### config.mk
export PLATFORM = sky130hd
export DESIGN_NAME = morse_keyer_segment_encoder_unit
export DESIGN_NICKNAME = d
export VERILOG_FILES = /design/src/rtl/mke_pkg.sv /design/src/rtl/mke_queue.sv /design/src/rtl/mke_front.sv /design/src/rtl/mke_back.sv /design/src/rtl/morse_keyer_segment_encoder_unit.sv
export VERILOG_INCLUDE_DIRS = /design/src /design/src/rtl
export SDC_FILE = /design/constraint.sdc
export NUM_CORES = 1
export LEC_CHECK = 0
export BUFFER_PORTS_ARGS = -buffer_cell sky130_fd_sc_hd__buf_4
export CORE_MARGIN = 2
export CORE_UTILIZATION = 55
export CTS_BUF_LIST = sky130_fd_sc_hd__clkbuf_8
export DETAILED_ROUTE_END_ITERATION = 10
export MAX_ROUTING_LAYER = met4
export PLACE_DENSITY_LB_ADDON = 0.15
export RECOVER_POWER = 100
export REMOVE_ABC_BUFFERS = 1
export SYNTH_ARGS = -nofsm -noshare
export SYNTH_HDL_FRONTEND = slang
export SYNTH_HIERARCHICAL = 1
export SYNTH_SLANG_ARGS = --single-unit
### constraint.sdc
create_clock -name clk -period 8.71 [get_ports clk]
set_clock_uncertainty 0.1 [all_clocks]
set_input_delay 1.3065 -clock clk [delete_from_list [all_inputs] [get_ports clk]]
set_output_delay 1.3065 -clock clk [all_outputs]
set_load 0.01 [all_outputs]
### src/rtl/morse_keyer_segment_encoder_unit_macros.svh
// assertion macros shared by the morse keyer segment encoder
`ifndef MORSE_KEYER_SEGMENT_ENCODER_UNIT_MACROS_SVH
`define MORSE_KEYER_SEGMENT_ENCODER_UNIT_MACROS_SVH

// same-cycle implication, checked outside reset
`define MKE_ASSERT_NOW(label, ante, cons, msg) \
  label: assert property (@(posedge clk) disable iff (rst) (ante) |-> (cons)) \
    else $error(msg);

// next-cycle implication, checked outside reset
`define MKE_ASSERT_NEXT(label, ante, cons, msg) \
  label: assert property (@(posedge clk) disable iff (rst) (ante) |=> (cons)) \
    else $error(msg);

`endif

### src/rtl/mke_pkg.sv
// types, constants and the code table of the morse keyer segment encoder
package mke_pkg;

  localparam int unsigned CHAR_W  = 8;
  localparam int unsigned UNITS_W = 4;
  localparam int unsigned TICKS_W = 20;
  localparam int unsigned DOT_W   = 16;
  localparam int unsigned ELEM_W  = 3;
  localparam int unsigned MAX_ELEM = 5;
  localparam int unsigned SEG_W   = 4;

  localparam logic [DOT_W-1:0]   DOT_TICKS_RESET = 16'd100;
  localparam logic [UNITS_W-1:0] UNIT_DOT        = 4'd1;
  localparam logic [UNITS_W-1:0] UNIT_DASH       = 4'd3;
  localparam logic [UNITS_W-1:0] UNIT_ELEM_GAP   = 4'd1;
  localparam logic [UNITS_W-1:0] UNIT_CHAR_GAP   = 4'd3;
  localparam logic [UNITS_W-1:0] UNIT_WORD_GAP   = 4'd7;
  localparam logic [UNITS_W-1:0] UNIT_START_MARK = 4'd1;
  localparam logic [UNITS_W-1:0] UNIT_END_MARK   = 4'd15;
  localparam logic [CHAR_W-1:0]  CHAR_SPACE      = 8'h20;

  typedef enum logic [1:0] {
    CMD_CHAR  = 2'd0,
    CMD_START = 2'd1,
    CMD_END   = 2'd2,
    CMD_NONE  = 2'd3
  } cmd_t;

  typedef enum logic [1:0] {
    DK_MORSE  = 2'd0,
    DK_GAP    = 2'd1,
    DK_MARKER = 2'd2
  } desc_kind_t;

  // one classified item as handed from front to back
  typedef struct packed {
    desc_kind_t              kind;
    logic [UNITS_W-1:0]      mark_units;
    logic [UNITS_W-1:0]      gap_units;
    logic [ELEM_W-1:0]       elem_len;
    logic [MAX_ELEM-1:0]     pattern;
  } desc_t;

  typedef struct packed {
    logic                    valid;
    logic [ELEM_W-1:0]       len;
    logic [MAX_ELEM-1:0]     pattern;
  } morse_code_t;

  // element i of a code sits in bit i, a set bit is a dash
  function automatic morse_code_t morse_lookup(input logic [CHAR_W-1:0] ch);
    morse_code_t c;
    c.valid = 1'b1;
    c.len = 3'd0;
    c.pattern = 5'b00000;
    case (ch)
      8'h61: begin c.len = 3'd2; c.pattern = 5'b00010; end
      8'h62: begin c.len = 3'd4; c.pattern = 5'b00001; end
      8'h63: begin c.len = 3'd4; c.pattern = 5'b00101; end
      8'h64: begin c.len = 3'd3; c.pattern = 5'b00001; end
      8'h65: begin c.len = 3'd1; c.pattern = 5'b00000; end
      8'h66: begin c.len = 3'd4; c.pattern = 5'b00100; end
      8'h67: begin c.len = 3'd3; c.pattern = 5'b00011; end
      8'h68: begin c.len = 3'd4; c.pattern = 5'b00000; end
      8'h69: begin c.len = 3'd2; c.pattern = 5'b00000; end
      8'h6a: begin c.len = 3'd4; c.pattern = 5'b01110; end
      8'h6b: begin c.len = 3'd3; c.pattern = 5'b00101; end
      8'h6c: begin c.len = 3'd4; c.pattern = 5'b00010; end
      8'h6d: begin c.len = 3'd2; c.pattern = 5'b00011; end
      8'h6e: begin c.len = 3'd2; c.pattern = 5'b00001; end
      8'h6f: begin c.len = 3'd3; c.pattern = 5'b00111; end
      8'h70: begin c.len = 3'd4; c.pattern = 5'b00110; end
      8'h71: begin c.len = 3'd4; c.pattern = 5'b01011; end
      8'h72: begin c.len = 3'd3; c.pattern = 5'b00010; end
      8'h73: begin c.len = 3'd3; c.pattern = 5'b00000; end
      8'h74: begin c.len = 3'd1; c.pattern = 5'b00001; end
      8'h75: begin c.len = 3'd3; c.pattern = 5'b00100; end
      8'h76: begin c.len = 3'd4; c.pattern = 5'b01000; end
      8'h77: begin c.len = 3'd3; c.pattern = 5'b00110; end
      8'h78: begin c.len = 3'd4; c.pattern = 5'b01001; end
      8'h79: begin c.len = 3'd4; c.pattern = 5'b01101; end
      8'h7a: begin c.len = 3'd4; c.pattern = 5'b00011; end
      8'h30: begin c.len = 3'd5; c.pattern = 5'b11111; end
      8'h31: begin c.len = 3'd5; c.pattern = 5'b11110; end
      8'h32: begin c.len = 3'd5; c.pattern = 5'b11100; end
      8'h33: begin c.len = 3'd5; c.pattern = 5'b11000; end
      8'h34: begin c.len = 3'd5; c.pattern = 5'b10000; end
      8'h35: begin c.len = 3'd5; c.pattern = 5'b00000; end
      8'h36: begin c.len = 3'd5; c.pattern = 5'b00001; end
      8'h37: begin c.len = 3'd5; c.pattern = 5'b00011; end
      8'h38: begin c.len = 3'd5; c.pattern = 5'b00111; end
      8'h39: begin c.len = 3'd5; c.pattern = 5'b01111; end
      default: begin c.valid = 1'b0; end
    endcase
    return c;
  endfunction

endpackage

### src/rtl/mke_queue.sv
// two-entry descriptor queue between front and back
module mke_queue
  import mke_pkg::*;
(
  input  logic  clk,
  input  logic  rst,
  input  logic  push,
  input  desc_t push_desc,
  output logic  push_ready,
  input  logic  pop,
  output logic  pop_valid,
  output desc_t pop_desc
);

  logic [1:0] cnt;
  desc_t      slot0;
  desc_t      slot1;

  assign push_ready = (cnt != 2'd2);
  assign pop_valid  = (cnt != 2'd0);
  assign pop_desc   = slot0;

  always_ff @(posedge clk) begin
    if (rst) begin
      cnt <= 2'd0;
    end else begin
      case ({push, pop})
        2'b10: cnt <= cnt + 2'd1;
        2'b01: cnt <= cnt - 2'd1;
        default: cnt <= cnt;
      endcase
    end
  end

  always_ff @(posedge clk) begin
    case ({push, pop})
      2'b10: begin
        if (cnt == 2'd0) begin
          slot0 <= push_desc;
        end else begin
          slot1 <= push_desc;
        end
      end
      2'b01: begin
        slot0 <= slot1;
      end
      2'b11: begin
        if (cnt == 2'd1) begin
          slot0 <= push_desc;
        end else begin
          slot0 <= slot1;
          slot1 <= push_desc;
        end
      end
      default: begin
      end
    endcase
  end

endmodule

### src/rtl/mke_front.sv
// input side: takes items and classifies them into segment descriptors
module mke_front
  import mke_pkg::*;
(
  input  logic              s_tvalid,
  output logic              s_tready,
  input  logic [CHAR_W-1:0] s_tdata,   // char_code
  input  logic [1:0]        s_tuser,   // cmd
  output logic              push,
  output desc_t             push_desc,
  input  logic              push_ready
);

  morse_code_t code;
  cmd_t        cmd;

  assign cmd      = cmd_t'(s_tuser);
  assign code     = morse_lookup(s_tdata);
  assign s_tready = push_ready;

  always_comb begin
    push_desc.kind       = DK_GAP;
    push_desc.mark_units = UNIT_START_MARK;
    push_desc.gap_units  = UNIT_CHAR_GAP;
    push_desc.elem_len   = code.len;
    push_desc.pattern    = code.pattern;
    push = s_tvalid && push_ready;
    case (cmd)
      CMD_CHAR: begin
        if (s_tdata == CHAR_SPACE) begin
          push_desc.gap_units = UNIT_WORD_GAP;
        end else if (code.valid) begin
          push_desc.kind = DK_MORSE;
        end
      end
      CMD_START: begin
        push_desc.kind       = DK_MARKER;
        push_desc.mark_units = UNIT_START_MARK;
        push_desc.gap_units  = UNIT_ELEM_GAP;
      end
      CMD_END: begin
        push_desc.kind       = DK_MARKER;
        push_desc.mark_units = UNIT_END_MARK;
        push_desc.gap_units  = UNIT_ELEM_GAP;
      end
      default: begin
        // unused command is taken and dropped
        push = 1'b0;
      end
    endcase
  end

endmodule

### src/rtl/mke_back.sv
// output side: steps through one descriptor a segment per cycle while the output is not stalled
`include "morse_keyer_segment_encoder_unit_macros.svh"

module mke_back
  import mke_pkg::*;
(
  input  logic                          clk,
  input  logic                          rst,
  input  logic [DOT_W-1:0]              dot_ticks,
  input  logic                          q_valid,
  input  desc_t                         q_desc,
  output logic                          q_pop,
  output logic                          m_tvalid,
  input  logic                          m_tready,
  output logic [TICKS_W+UNITS_W-1:0]    m_tdata,   // length_units, length_ticks
  output logic                          m_tuser,   // key_down
  output logic                          m_tlast
);

  logic                busy;
  desc_t               cur;
  logic [SEG_W-1:0]    seg;
  logic                out_free;
  logic                emit;
  logic [ELEM_W-1:0]   elem;
  logic                elem_last;
  logic                seg_key;
  logic [UNITS_W-1:0]  seg_units;
  logic                seg_last;
  logic [UNITS_W-1:0]  units;
  logic [TICKS_W-1:0]  ticks;

  assign out_free  = !m_tvalid || m_tready;
  assign emit      = busy && out_free;
  assign elem      = seg[SEG_W-1:1];
  assign elem_last = (elem == (cur.elem_len - 3'd1));
  assign q_pop     = q_valid && (!busy || (emit && seg_last));
  assign m_tdata   = {ticks, units};

  always_comb begin
    seg_key   = 1'b0;
    seg_units = cur.gap_units;
    seg_last  = 1'b1;
    case (cur.kind)
      DK_MORSE: begin
        if (!seg[0]) begin
          seg_key   = 1'b1;
          seg_units = cur.pattern[elem] ? UNIT_DASH : UNIT_DOT;
          seg_last  = 1'b0;
        end else begin
          seg_units = elem_last ? UNIT_CHAR_GAP : UNIT_ELEM_GAP;
          seg_last  = elem_last;
        end
      end
      DK_MARKER: begin
        if (!seg[0]) begin
          seg_key   = 1'b1;
          seg_units = cur.mark_units;
          seg_last  = 1'b0;
        end
      end
      default: begin
      end
    endcase
  end

  always_ff @(posedge clk) begin
    if (rst) begin
      busy     <= 1'b0;
      m_tvalid <= 1'b0;
    end else begin
      if (q_pop) begin
        busy <= 1'b1;
      end else if (emit && seg_last) begin
        busy <= 1'b0;
      end
      if (emit) begin
        m_tvalid <= 1'b1;
      end else if (m_tready) begin
        m_tvalid <= 1'b0;
      end
    end
  end

  always_ff @(posedge clk) begin
    if (q_pop) begin
      cur <= q_desc;
      seg <= '0;
    end else if (emit) begin
      seg <= seg + 4'd1;
    end
    if (emit) begin
      m_tuser <= seg_key;
      m_tlast <= seg_last;
      units   <= seg_units;
      ticks   <= TICKS_W'(seg_units) * TICKS_W'(dot_ticks);
    end
  end

  `MKE_ASSERT_NEXT(a_done_goes_idle, emit && seg_last && !q_pop, !busy, "back still busy after last segment")
  `MKE_ASSERT_NOW(a_elem_in_range, busy && cur.kind == DK_MORSE, elem < cur.elem_len, "segment index past code length")
  `MKE_ASSERT_NEXT(a_emit_shows, emit, m_tvalid, "emitted segment not presented")

endmodule

### src/rtl/morse_keyer_segment_encoder_unit.sv
// top level of the morse keyer segment encoder
// an item goes through the queue into the sequencer, which registers each output segment
// throughput: one segment per cycle unless the output stalls; up to 10 segments per item
// the input side takes an item per cycle while the two-entry queue has room
// reset: synchronous, clears queue, sequencer and output valid; dot_ticks returns to 100
module morse_keyer_segment_encoder_unit
  import mke_pkg::*;
(
  input  logic                        clk,
  input  logic                        rst,
  input  logic                        cfg_wr_en,
  input  logic [DOT_W-1:0]            cfg_wr_data,   // dot_ticks
  input  logic                        s_tvalid,
  output logic                        s_tready,
  input  logic [CHAR_W-1:0]           s_tdata,       // char_code
  input  logic [1:0]                  s_tuser,       // cmd
  output logic                        m_tvalid,
  input  logic                        m_tready,
  output logic [TICKS_W+UNITS_W-1:0]  m_tdata,       // length_units, length_ticks
  output logic                        m_tuser,       // key_down
  output logic                        m_tlast
);

  logic [DOT_W-1:0] dot_ticks;
  logic             push;
  logic             push_ready;
  desc_t            push_desc;
  logic             q_valid;
  logic             q_pop;
  desc_t            q_desc;

  always_ff @(posedge clk) begin
    if (rst) begin
      dot_ticks <= DOT_TICKS_RESET;
    end else if (cfg_wr_en) begin
      dot_ticks <= cfg_wr_data;
    end
  end

  mke_front u_front (
    .s_tvalid   (s_tvalid),
    .s_tready   (s_tready),
    .s_tdata    (s_tdata),
    .s_tuser    (s_tuser),
    .push       (push),
    .push_desc  (push_desc),
    .push_ready (push_ready)
  );

  mke_queue u_queue (
    .clk        (clk),
    .rst        (rst),
    .push       (push),
    .push_desc  (push_desc),
    .push_ready (push_ready),
    .pop        (q_pop),
    .pop_valid  (q_valid),
    .pop_desc   (q_desc)
  );

  mke_back u_back (
    .clk       (clk),
    .rst       (rst),
    .dot_ticks (dot_ticks),
    .q_valid   (q_valid),
    .q_desc    (q_desc),
    .q_pop     (q_pop),
    .m_tvalid  (m_tvalid),
    .m_tready  (m_tready),
    .m_tdata   (m_tdata),
    .m_tuser   (m_tuser),
    .m_tlast   (m_tlast)
  );

endmodule

==> results of run 1 <==
==> power breakdown <==
group          switching [uW]  internal, uW  total [uW]  leakage (uW)
sequential               78.1           852         930      0.000966
combinational             856           523        1380       0.00222
clock                     187           113         300     0.0000946
total                    1120          1490        2610       0.00328
==> layout make-up <==
cell class | count | area, sq um
Clock buffer | 9 | 123.9
Fill cell | 1101 | 5065
Sequential cell | 104 | 2883
Clock inverter | 7 | 73.82
Inverter | 72 | 270.3
Timing Repair Buffer | 63 | 337.8
Multi-Input combinational cell | 485 | 3702
Tap cell | 172 | 215.2
==> cell usage in the layout, fill, tap and decap left out, types with 10 or more instances in the layout <==
master,instances
and3_1,19
mux2i_1,16
a22oi_1,18
nand2_1,71
and2_1,23
inv_1,72
o21ai_0,25
dfxtp_1,24
nor2b_1,27
a21oi_1,29
ha_1,36
edfxtp_1,80
mux2_2,10
fa_1,28
clkbuf_1,36
nor2_1,39
buf_4,26
xor2_1,12
==> critical path: cells and delay by family, from the launching register on <==
| family | cells | cell delay (ps) |
|---|---|---|
| AO/OA/AOI/OAI | 5 | 2010 |
| buffers and inverters | 2 | 140 |
| flip-flops | 1 | 420 |
| AND/OR/NAND/NOR | 4 | 600 |
| adder cells (fa/ha/maj) | 4 | 1540 |
| XOR/XNOR | 1 | 150 |
==> state kept, by name, indices dropped and copies added (netlist names), 2 cells and up <==
signal / flops
dot_ticks: 16
u_back/cur: 18
u_back/seg: 4
u_back/ticks: 20
u_back/units: 4
u_queue/cnt: 2
u_queue/pop_desc: 18
u_queue/slot1: 18
==> routing by layer <==
metal  global-route usage [%]  up-vias  share of wire, %
li1                         -     2500                 -
met1                    25.90     2402                45
met2                    35.79      118                50
met3                    3.198       20               3.8
met4                    7.304        0               1.8
met5                        -        -                 0
==> worst min-delay path by stage <==
stage / cells after the start / end / slack (ps) / startpoint
final: 0 / u_back/cur[12] / 320 / u_queue/pop_desc[12]
after global placement: 0 / u_back/cur[14] / 310 / u_queue/pop_desc[14]
after CTS: 0 / u_back/cur[12] / 320 / u_queue/pop_desc[12]
after floorplan: 0 / u_back/cur[0] / 300 / u_queue/pop_desc[0]
after detailed placement: 0 / u_back/cur[5] / 310 / u_queue/pop_desc[5]
after global routing: 0 / u_back/cur[12] / 330 / u_queue/pop_desc[12]
==> logic make-up (layout without fill, tap and decap cells) <==
| group | after synthesis | count (layout) |
|---|---|---|
| compound gates | 127 | 127 |
| xor+xnor | 21 | 21 |
| fa+ha+maj | 64 | 64 |
| buf+inv | 114 | 151 |
| flops | 104 | 104 |
| mux | 34 | 34 |
| other cells | 2 | 3 |
| simple gates | 236 | 236 |
==> through the flow <==
step           cell area [sq um]  hold slack, ps
6_report                    7606           316.6
4_1_cts                     7770           319.8
3_5_place_dp                7572           306.1
3_3_place_gp                7572           305.1
5_1_grt                     7606           327.7
2_1_floorplan               6882           300.3
==> flow_summary.json, run 1 <==
{
  "synthMuxAreaShare_pct": 5.599,
  "r2r-start": "u_back/cur[5]",
  "clock_sinks": 104,
  "cts_hold_buf": 0,
  "post-synth-top-area-cell": "edfxtp_1",
  "synth_sequential_area_ratio_pct": 40.31,
  "endpoint": "u_back/ticks[11]",
  "synth_top_family_by_area": "simple AND/OR/NAND/NOR gates",
  "antenna_found_initial": 0,
  "p_total_uw": 2610,
  "fmax_ghz": 0.1935,
  "critPathArrivalTime_ps": 5240,
  "syn-cell-area_sq_um": 7151,
  "drtPass1Iterations": 5,
  "crit_start": "u_back/cur[5]",
  "maxSlewViolCount": 31,
  "synth_common_cells": "edfxtp_1 (80), inv_1 (72), nand2_1 (71)",
  "dp_hpwl_um": 10070,
  "postLayoutCoreUtil_pct": 60.03,
  "cellPowerDensity_nw_per_um2": 343.1,
  "rsz0062_at_grt": "no",
  "cts_buffers": 9,
  "synth_cell_types": 73,
  "wl_per_cell_um": 15.10,
  "path_clk_slew_ps": 110,
  "yosys.area.top_type_share_pct": 33.60,
  "initial_core_util_pct": 56.43,
  "synth_compound_area_share_pct": 12.25,
  "clock_path_buffers": 2,
  "io_buffers": 58,
  "yosysMostFrequentCell": "edfxtp_1",
  "drv_cap": 1,
  "layout-area-overhead-vs-synth_pct": 6.369,
  "cp.required_ps": 8790,
  "core_area_sq_um": 12670,
  "grt_overflow": 0,
  "fin_tns_setup_ps": 0,
  "antenna_left": 0,
  "startpoint_type": "flop",
  "synth_adder_area_share_pct": 14.14,
  "routed_via_density": 5.526,
  "synth_ff_type": "edfxtp_1",
  "synth-simple-area-share_pct": 17.24,
  "min_period_ps": 5169,
  "fin_crit_sh_pct": 59.34,
  "dp.cells": 896,
  "fp-row-count": 41,
  "vias": 5040,
  "n_antenna_cell": 0,
  "dp_slack_ps": 3916,
  "async_reset_ff_share_pct": 0,
  "crit_type": "reg -> reg",
  "drt_iter0_drc": 335,
  "drcViolationCount": 0,
  "violations": "capacitance limit, slew limit",
  "synth_seq_cells": 104,
  "syn_avg_cell_area_sq_um": 10.19,
  "die_area_sq_um": 13930,
  "rr_endpoint": "u_back/ticks[11]",
  "pin_count": 59,
  "wl_um": 13770,
  "cts_setup_buffers": 0,
  "ys_warn_count": 6,
  "gp_congestion": 0.8253,
  "hold_viol": 0,
  "path_cells": "inv_1, ha_1, xor2_1, a311oi_1, a22oi_1, and2_0, nand2_1, fa_1, inv_1, fa_1, ha_1, a21o_1, nand4_1, a21oi_1, nor4_1, a2111oi_0",
  "setup_violations": 0,
  "crit_path_top_delay_cell": "a22oi_1",
  "synth_enable_flop_cells": 80,
  "synth_xor_area_share_pct": 2.765,
  "worst_slack_ps": 3541,
  "layout.nets": 830,
  "finalNonFillerCells": 912,
  "max-vdd-ir-drop_mv": 0.1719,
  "grt_pass1_vias": 4973,
  "maxSlewHeadroom_pct": -10.75,
  "hold_class": "reg -> reg",
  "die_w_um": 118.0,
  "die_h_um": 118.0,
  "worst_setup_path_end_kind": "flop",
  "reg2reg_depth": 16,
  "netlist_instances": 702,
  "cts_root_buf": "clkbuf_8",
  "synthTopCellsByArea": "edfxtp_1 (34%), fa_1 (7.8%), dfxtp_1 (6.7%)",
  "r2r_slack_ps": 3540,
  "cts_resized": 0,
  "slowest_delay_ps": 870,
  "leakage_uw": 0.003281,
  "status": "complete, but fails checks",
  "cts_max_level": 3,
  "grt_max_degree": 31,
  "worst_slew_pin_slew_ps": 1661,
  "drive_above_1_share_pct": 9.324,
  "grt_pass1_wl_um": 23320,
  "cts_tree": "yes",
  "grt_usage_pct": 21.14,
  "clk-insertion-delay-late_ps": 390,
  "cp_max_fo": 16
}
Note: power is estimated with default switching activity, not from simulation.
==> run 2: changes to the inputs <==
clock period = 5.4 ns   (was 8.71 ns; I/O delays follow)
==> flow_summary.json, run 2 (synthesis results as in run 1) <==
{
  "status": "finished, final reports clean",
  "cts_root_buf": "clkbuf_8",
  "r2r_slack_ps": 520,
  "drcViolationCount": 0,
  "initial_core_util_pct": 56.43,
  "final_cell_mix": "edfxtp_1 (80), inv_1 (73), nand2_1 (71)",
  "vias": 5063,
  "largest_register": "u_back/ticks",
  "largest_register_ffs": 20,
  "layout.nets": 833,
  "fin_crit_sh_pct": 90.40,
  "path_cells": "nor2_1, a31oi_1, clkbuf_1, nor2b_1, fa_1, inv_1, fa_1, inv_1, ha_1, a21o_1, a21oi_1, a21oi_1, o2111a_1, a2111oi_0",
  "dp_hpwl_um": 10240,
  "p_total_uw": 4258,
  "cp.required_ps": 5460,
  "hold_class": "reg -> reg",
  "die_area_sq_um": 13930,
  "grt_usage_pct": 21.41,
  "clock_path_buffers": 2,
  "path_clk_slew_ps": 110,
  "wl_per_cell_um": 15.13,
  "die_w_um": 118.0,
  "cts_tree": "yes",
  "grt_pass1_vias": 5111,
  "drv_cap": 0,
  "dp_slack_ps": 586.3,
  "cp_top_family": "compound AO/OA/AOI/OAI gates",
  "cts_resized": 0,
  "worst_setup_path_end_kind": "flop",
  "grt_pass1_wl_um": 23810,
  "antenna_found_initial": 0,
  "drive_above_1_share_pct": 9.690,
  "clk-insertion-delay-late_ps": 370,
  "path_buf_inv": 3,
  "maxSlewViolCount": 0,
  "die_h_um": 118.0,
  "cellPowerDensity_nw_per_um2": 556.8,
  "cts_max_level": 3,
  "layout-area-overhead-vs-synth_pct": 6.929,
  "hold_slack_ps": 318.6,
  "min_period_ps": 4882,
  "fmax_ghz": 0.2049,
  "slowest_delay_ps": 650,
  "clock_sinks": 104,
  "routed_via_density": 5.533,
  "worst_slack_ps": 518.5,
  "gp_congestion": 0.8424,
  "io_buffers": 58,
  "worst_slew_pin_slew_ps": 1323,
  "cts_hold_buf": 0,
  "cts_buffers": 9,
  "layout_commonest_cell": "edfxtp_1",
  "wl_um": 13850,
  "leakage_uw": 0.003315,
  "drtPass1Iterations": 5,
  "cp_max_fo": 16,
  "grt_max_degree": 26,
  "maxSlewHeadroom_pct": 11.81,
  "fin_tns_setup_ps": 0,
  "max-vdd-ir-drop_mv": 0.2660,
  "rsz0062_at_grt": "no",
  "critPathArrivalTime_ps": 4950,
  "setup_violations": 0,
  "grt_overflow": 0,
  "crit_path_top_delay_cell": "clkbuf_1",
  "antenna_left": 0,
  "n_antenna_cell": 0,
  "cts_setup_buffers": 0,
  "startpoint_type": "flop",
  "hold_viol": 0,
  "pin_count": 59,
  "crit_type": "reg -> reg",
  "core_area_sq_um": 12670,
  "fp-row-count": 41,
  "drt_iter0_drc": 316
}
-- run 2: cell count changes in the layout (fill, tap and decap cells not counted), sizes merged --
cell,delta
clkbuf,+1
clkinv,-1
buf,+2
inv,+2
bufinv,+1
clkinvlp,-2
-- run 2: per-layer routing --
layer,routed length (um),track usage (%),vias to the layer above
met5,0,-,-
met4,212,6.325,0
met3,505,3.343,18
met2,7038,37.14,125
met1,6092,25.86,2412
li1,-,-,2508
-- run 2: worst register-to-register path: cells and delay by family, from the launching register on --
kind	cells	cell delay (ps)
AOI/OAI and AO/OA	6	1500
adders and majority gates	3	1410
buffers and inverters	3	740
DFF	1	560
and+or+nand+nor	2	360
-- run 2: final timing paths --
| path | from | end | cells after the start |
|---|---|---|---|
| max reg2reg | u_back/seg[0] | u_back/ticks[11] | 14 |
| max | u_back/seg[0] | u_back/ticks[11] | 14 |
| min | u_queue/pop_desc[13] | u_back/cur[13] | 0 |
| min reg2reg | u_queue/pop_desc[13] | u_back/cur[13] | 0 |
-- run 2: cell type report --
type,instances,area (sq um)
sequential,104,2883
tap,172,215.2
multi-input combinational,485,3709
clock buffer,9,123.9
timing repair buffer,66,360.3
inverter,72,270.3
clock inverter,7,85.08
fill,1086,5025
-- run 2: power breakdown --
part	leakage (uW)	switching, uW	internal (uW)
Clock	0.000111	288	226
Combinational	0.00224	1390	851
Sequential	0.000966	124	1370
-- run 2: stage by stage --
step	cell area [sq um]	utilization, %	instances
final	7646	60.34	915
after global routing	7646	60.34	915
after CTS	7804	61.59	915
after detailed placement	7595	59.94	899
after global placement	7595	59.94	899
after floorplan	6882	-	661
==> run 3: changes to the inputs <==
CELL_PAD_IN_SITES_DETAIL_PLACEMENT = 2   (was not set)
CELL_PAD_IN_SITES_GLOBAL_PLACEMENT = 2   (was not set)
CORE_UTILIZATION = 41   (was 55)
==> flow_summary.json, run 3 (synthesis results as in run 1) <==
{
  "status": "complete, but fails checks",
  "violations": "capacitance limit, slew limit",
  "min_period_ps": 5005,
  "leakage_uw": 0.003303,
  "r2r-start": "u_back/cur[5]",
  "final_cell_area_sq_um": 7697,
  "grt_pass1_vias": 5860,
  "n_antenna_cell": 0,
  "seqPwrFrac_pct": 34.1,
  "postLayoutCoreUtil_pct": 44.81,
  "reg2reg_depth": 17,
  "initial_core_util_pct": 41.63,
  "layout-area-overhead-vs-synth_pct": 7.647,
  "clock_sinks": 104,
  "die_h_um": 136.1,
  "hold_depth": 0,
  "worst_slew_pin_slew_ps": 1586,
  "drive_above_1_share_pct": 9.287,
  "io_buffers": 58,
  "final_cell_mix": "edfxtp_1 (80), inv_1 (73), nand2_1 (71)",
  "fin_crit_sh_pct": 92.68,
  "grt_max_degree": 24,
  "worst_setup_path_end_kind": "flop",
  "drt_iter0_drc": 158,
  "cp_top_family": "adder cells",
  "antenna_found_initial": 0,
  "routed_via_density": 5.444,
  "p_int_uw": 2469,
  "hold_viol": 0,
  "cellPowerDensity_nw_per_um2": 578.9,
  "startpoint_type": "flop",
  "drtPass1Iterations": 6,
  "worst_slack_ps": 395.2,
  "grt_usage_pct": 21.96,
  "cts_setup_buffers": 0,
  "rsz0062_at_grt": "no",
  "crit_path_top_delay_cell": "a22oi_2",
  "hold_path_startpoint": "u_queue/pop_desc[12]",
  "wl_per_cell_um": 19.51,
  "slowest_delay_ps": 620,
  "fin_tns_setup_ps": 0,
  "max-vdd-ir-drop_mv": 0.2902,
  "die_area_sq_um": 18510,
  "crit_type": "reg -> reg",
  "wl_um": 18890,
  "path_buf_inv": 3,
  "vias": 5270,
  "cts_root_buf": "clkbuf_8",
  "cts_hold_buf": 0,
  "hold_class": "reg -> reg",
  "layout_commonest_cell": "edfxtp_1",
  "path_cells": "inv_1, ha_1, xor2_1, a311oi_2, a22oi_2, and2_0, nand2_1, fa_1, inv_1, fa_1, inv_1, fa_1, nor2b_1, o31a_1, a21oi_1, mux2i_1, a211oi_1",
  "clock_path_buffers": 2,
  "r2r_slack_ps": 400,
  "path_clk_slew_ps": 120,
  "cts_tree": "yes",
  "antenna_left": 0,
  "die_w_um": 136.1,
  "cts_buffers": 9,
  "dpl-instance-area_sq_um": 7661,
  "rr_endpoint": "u_back/ticks[16]",
  "cp_max_fo": 16,
  "p_total_uw": 4456,
  "swShare_pct": 44.58,
  "largest_register": "u_back/ticks",
  "cts_max_level": 3,
  "layout.nets": 833,
  "p_sw_uw": 1987,
  "pwr-share-comb_pct": 54.0,
  "setup_violations": 0,
  "cts_resized": 0,
  "pin_count": 59,
  "largest_register_ffs": 20,
  "power_frac_clock_pct": 11.9,
  "min_delay_worst_endpoint": "u_back/cur[12]",
  "drv_cap": 1,
  "fmax_ghz": 0.1998,
  "dp_slack_ps": 371.0,
  "clk-insertion-delay-late_ps": 390,
  "drcViolationCount": 0,
  "cp.required_ps": 5500,
  "grt_overflow": 0,
  "fp-row-count": 48,
  "gp_congestion": 0.8207,
  "maxSlewViolCount": 16,
  "critPathArrivalTime_ps": 5110,
  "dp_hpwl_um": 14190,
  "core_area_sq_um": 17180,
  "maxSlewHeadroom_pct": -5.945,
  "grt_pass1_wl_um": 30880
}
[run 3: how the worst max path moves through the flow]
stage                              from                to  slack [ps]  cells past startpoint
after floorplan           u_back/cur[5]  u_back/ticks[19]         990                     16
after global placement    u_back/cur[5]  u_back/ticks[19]         610                     16
after detailed placement  u_back/cur[5]  u_back/ticks[16]         370                     17
after CTS                 u_back/cur[5]  u_back/ticks[16]         330                     17
after global routing      u_back/cur[5]  u_back/ticks[16]          60                     17
final                     u_back/cur[5]  u_back/ticks[16]         400                     17
[run 3: through the flow]
| stage | hold WS [ps] | instances |
|---|---|---|
| 2_1_floorplan | 300.3 | 661 |
| 3_3_place_gp | 301.9 | 952 |
| 3_5_place_dp | 305.6 | 952 |
| 4_1_cts | 326.8 | 968 |
| 5_1_grt | 339.9 | 968 |
| 6_report | 321.8 | 968 |
[run 3: power groups by stage]
stage / logic, uW / registers, uW / clock network, uW
5_1_grt: 2730 / 1560 / 572
2_1_floorplan: 1670 / 1530 / 0
4_1_cts: 2550 / 1520 / 550
3_3_place_gp: 2350 / 1510 / 0
3_5_place_dp: 2520 / 1540 / 0
6_report: 2400 / 1520 / 532
[run 3: per-layer routing]
layer	GRT usage [%]	part of all wire, %	vias up
met1	25.66	42	2683
met5	-	0	-
met4	5.035	1.1	0
li1	-	-	2507
met2	40.56	55	61
met3	2.200	1.8	19
[run 3: layout make-up]
type / instances / area (sq um)
Multi-Input combinational cell: 485 / 3704
Clock buffer: 9 / 123.9
Clock inverter: 7 / 78.83
Timing Repair Buffer: 66 / 356.6
Inverter: 72 / 270.3
Sequential cell: 104 / 2883
Fill cell: 1869 / 9479
Tap cell: 225 / 281.5
